[src/hw/rtl/rpa_ram.sv]
// single-port-write, single-port-read memory with registered read data
module rpa_ram #(
  parameter int DEPTH = 8,
  parameter int WIDTH = 4,
  parameter int AW    = 3
) (
  input  logic             clk,
  input  logic             wr_en,
  input  logic [AW-1:0]    wr_addr,
  input  logic [WIDTH-1:0] wr_data,
  input  logic             rd_en,
  input  logic [AW-1:0]    rd_addr,
  output logic [WIDTH-1:0] rd_data
);

  logic [WIDTH-1:0] mem [DEPTH];

  always_ff @(posedge clk) begin
    if (wr_en) begin
      mem[wr_addr] <= wr_data;
    end
  end

  always_ff @(posedge clk) begin
    if (rd_en) begin
      rd_data <= mem[rd_addr];
    end
  end

endmodule
[config.mk]
export PLATFORM = sky130hd
export DESIGN_NAME = rpa_ram
export DESIGN_NICKNAME = d
export VERILOG_FILES = /design/src/hw/rtl/rpa_ram.sv
export SDC_FILE = /design/constraint.sdc
export NUM_CORES = 1
export LEC_CHECK = 0
export BUFFER_PORTS_ARGS = -buffer_cell sky130_fd_sc_hd__buf_2
export CAP_MARGIN = 20
export CORE_MARGIN = 10
export CORE_UTILIZATION = 59
export CTS_BUF_LIST = sky130_fd_sc_hd__clkbuf_4
export DETAILED_ROUTE_END_ITERATION = 8
export PLACE_DENSITY = 0.81
export SKIP_CTS_REPAIR_TIMING = 1
export SYNTH_ARGS = -nofsm -noshare
export SYNTH_HDL_FRONTEND = slang
export SYNTH_SLANG_ARGS = --single-unit
[constraint.sdc]
create_clock -name clk -period 1.8 [get_ports clk]
set_clock_uncertainty 0.2 [all_clocks]
set_input_delay 0.27 -clock clk [delete_from_list [all_inputs] [get_ports clk]]
set_output_delay 0.27 -clock clk [all_outputs]
set_load 0.005 [all_outputs]
* Word level (Yosys, flattened, before mapping)
Memory sizes are Yosys's and may differ from the RTL's. A register that Yosys moved wholly into a read port is not among the register bits.
Cells that the tools add are included.
Widths: inputs -> output; s select.
** Cells by class
- Multiplexer cells :: 2
** Operator list (number)
- $mux 1 :: 2
** Storage, ports and cells
- Register bits after elaboration :: 0
- RAM bits :: 32
- Input port bits :: 13
- Logic and storage cells :: 3
- Memories :: 1
** Memories
- mem :: words 8, bits a word 4, read ports 1, clocked after memory_dff 1, wr ports 1, line 16 : logic [WIDTH-1:0] mem [DEPTH];

* Logic depth before layout (Yosys ltp)
- Word-level depth :: 2
- Depth in mapped cells :: 3
- Depth with buffers taken out :: 2

* Worst setup path after synthesis
No wires, ideal clock.
- Path type :: input -> register
- Start :: input port rd_addr[0]
- End :: register rd_data[0] (read register of mem) (data pin)
- Library setup time :: 0.260 ns
- Arrival :: 1.166 ns
- Data required time :: 1.340 ns
- Path slack :: 0.174 ns
- Stages on the path :: 3
- Path buffers :: 1
- Cells stage by stage :: buf_6 mux4_1 mux2_2
** RTL lines
- start: declaration :: line 12 : input logic [AW-1:0] rd_addr,
- end: declaration :: line 13 : output logic [WIDTH-1:0] rd_data

==> metrics <==
grt total ovfl=0; Yosys top cell by area=edfxtp_1; crit path capture type=register; Iter 0 DRT Violations=19; fin crit period=1.61 ns; vias in the first global route=745; via count=662; RSZ-0062 raised after global routing=false; leak pwr=0.559 nW; Clock Path Buffers=2; GP Congestion=0.714; Core ar.=2250 um2; fraction of layout cells with a size suffix above 1=33.0%; syn nets=76; I/O pin count=17; Cells after DPL=107; Post-Syn Area=1410 um2; outcome=completed; area share of the largest cell type after synthesis=76.7%; crit path DAT=1.50 ns; largest net degree at the start of global routing=12; Area Overhead vs Synth=12.9%; CP Cell Sequence=mux4_1 -> mux2_2; total wire length=2200 um; Ys Warns=0; hpwl dp=1630 um; Tot GR Track Use=10.7%; period utilization=89.4%; Most used DFF post-synth=edfxtp_1; count leader, synth=edfxtp_1; die area=4750 um2; Slew HR=74.6%; Antenna Cells=0; CTS buffer count=5; Cells after Synth=63; Pre-Repair DR Iteration Count=4; DRC Markers=0; HP Class=primary input to register; top area cells in the synthesized netlist=edfxtp_1, mux4_1, mux2_2; synth cell count leaders=edfxtp_1, mux4_1, nor2_1; final setup fails=0; clk slew on worst S/H paths=0.10 ns; H-tree depth=2; worst skew pair latency=0.33 ns; sequential area share after synthesis=76.7%; Layout Cells excl Fill=116; critical path class=register to register; FP Rows=17; CTS tree=built; Synth cell types=9; Critical Path Slowest Stage Cell=mux4_1; Routed WL per cell=18.9 um; Worst-Margin Slew=0.379 ns; Syn Area/Cell=22.4 um2; critical path startpoint category=register; Die Ht=68.9 um; Final Max Tran Viols=0; Worst EP required=1.69 ns; P per Cell Area=926 nW/um2; Post-synth ARST share=0%; Routed Antenna Nets=0; Max Cap Violations=0; first-pass GRT wire length=3540 um; Initial Util=62.5%; achievable frequency=621 MHz; register bit count reported by yosys=36; clock root cell=clkbuf_4; CP peak stage delay=0.50 ns; Vias/cell=5.71; Die W=68.9 um; Final nets=100; final count of hold timing violations=0; Worst Path Max Fanout=1; EDFF count, synth=36; worst hold margin=0.0146 ns; Max VDD drop=0.796 mV; overall power=0.00147 W; Sink Count=36; initial antenna violation count=0; Port Buffer Count=16
[report_power, final]
part | internal, W | switching (W) | total, W
Sequential | 0.000956 | 0.00000704 | 0.000963
Clock | 0.000164 | 0.000254 | 0.000418
Combinational | 0.0000483 | 0.0000445 | 0.0000928
Total | 0.00117 | 0.000305 | 0.00147
[placed cells by master, fill, tap and decap left out]
cell type      Yosys  final
nor2_1             6      6
edfxtp_1          36     36
buf_4              0      2
mux4_1             8      8
buf_2              0     16
nand2b_1           3      3
nor3_1             2      2
nand2_1            2      2
clkinv_1           0      1
dlygate4sd3_1      0      1
clkinvlp_4         0      1
clkbuf_4           0      6
mux2_2             4      4
[logic make-up after synthesis]
kind of cell | count (synthesis) | synth area share (%)
flip-flops | 36 | 76.7
multiplexers | 12 | 18.1
buffers and inverters | 2 | 1.06
AND/OR/NAND/NOR | 13 | 4.17
[final timing paths]
path	from	end	slack, ns	depth (start not counted)
max	mem[0][1]$_DFFE_PP_	rd_data[1]$_DFFE_PP_	0.19	2
min	wr_data[1]	mem[3][1]$_DFFE_PP_	0.01	1
max reg2reg	mem[0][1]$_DFFE_PP_	rd_data[1]$_DFFE_PP_	0.19	2
min reg2reg	mem[7][3]$_DFFE_PP_	rd_data[3]$_DFFE_PP_	0.57	2
[worst max-delay path: cells and delay by family, from the launching register on]
kind	cells	cell delay (ns)
DFF	1	0.39
muxes	2	0.78
[flip-flops by register name (all words and copies together), names as in the netlist]
signal and count:
rd_data 4, mem 32
[stage by stage]
stage / utilization [%] / setup slack, ns / cell area [um2] / setup TNS, ns
global placement: 67.6 / 0.0337 / 1530 / 0
detailed placement: 67.6 / -0.00608 / 1530 / -0.00824
global route: 70.6 / 0.126 / 1590 / 0
finish: 70.6 / 0.190 / 1590 / 0
floorplan: - / 0.174 / 1410 / 0
CTS: 70.1 / 0.182 / 1580 / 0
[metal layers]
| layer | vias to the layer above | wire [um] | track usage [%] |
|---|---|---|---|
| li1 | 314 | - | - |
| met1 | 323 | 951 | 11.7 |
| met2 | 19 | 1050 | 16.9 |
| met3 | 6 | 146 | 4.99 |
| met4 | 0 | 48 | 5.91 |
| met5 | - | 0 | 0 |
[layout make-up]
cell class	count	area [um2]
repair buffers	19	105
multi-input cells	25	314
flip-flops and latches	36	1080
clock buffers	6	45.0
well taps	28	35.0
fillers	153	663
clock inverters	2	11.3
Note: power is estimated with default switching activity, not from simulation.
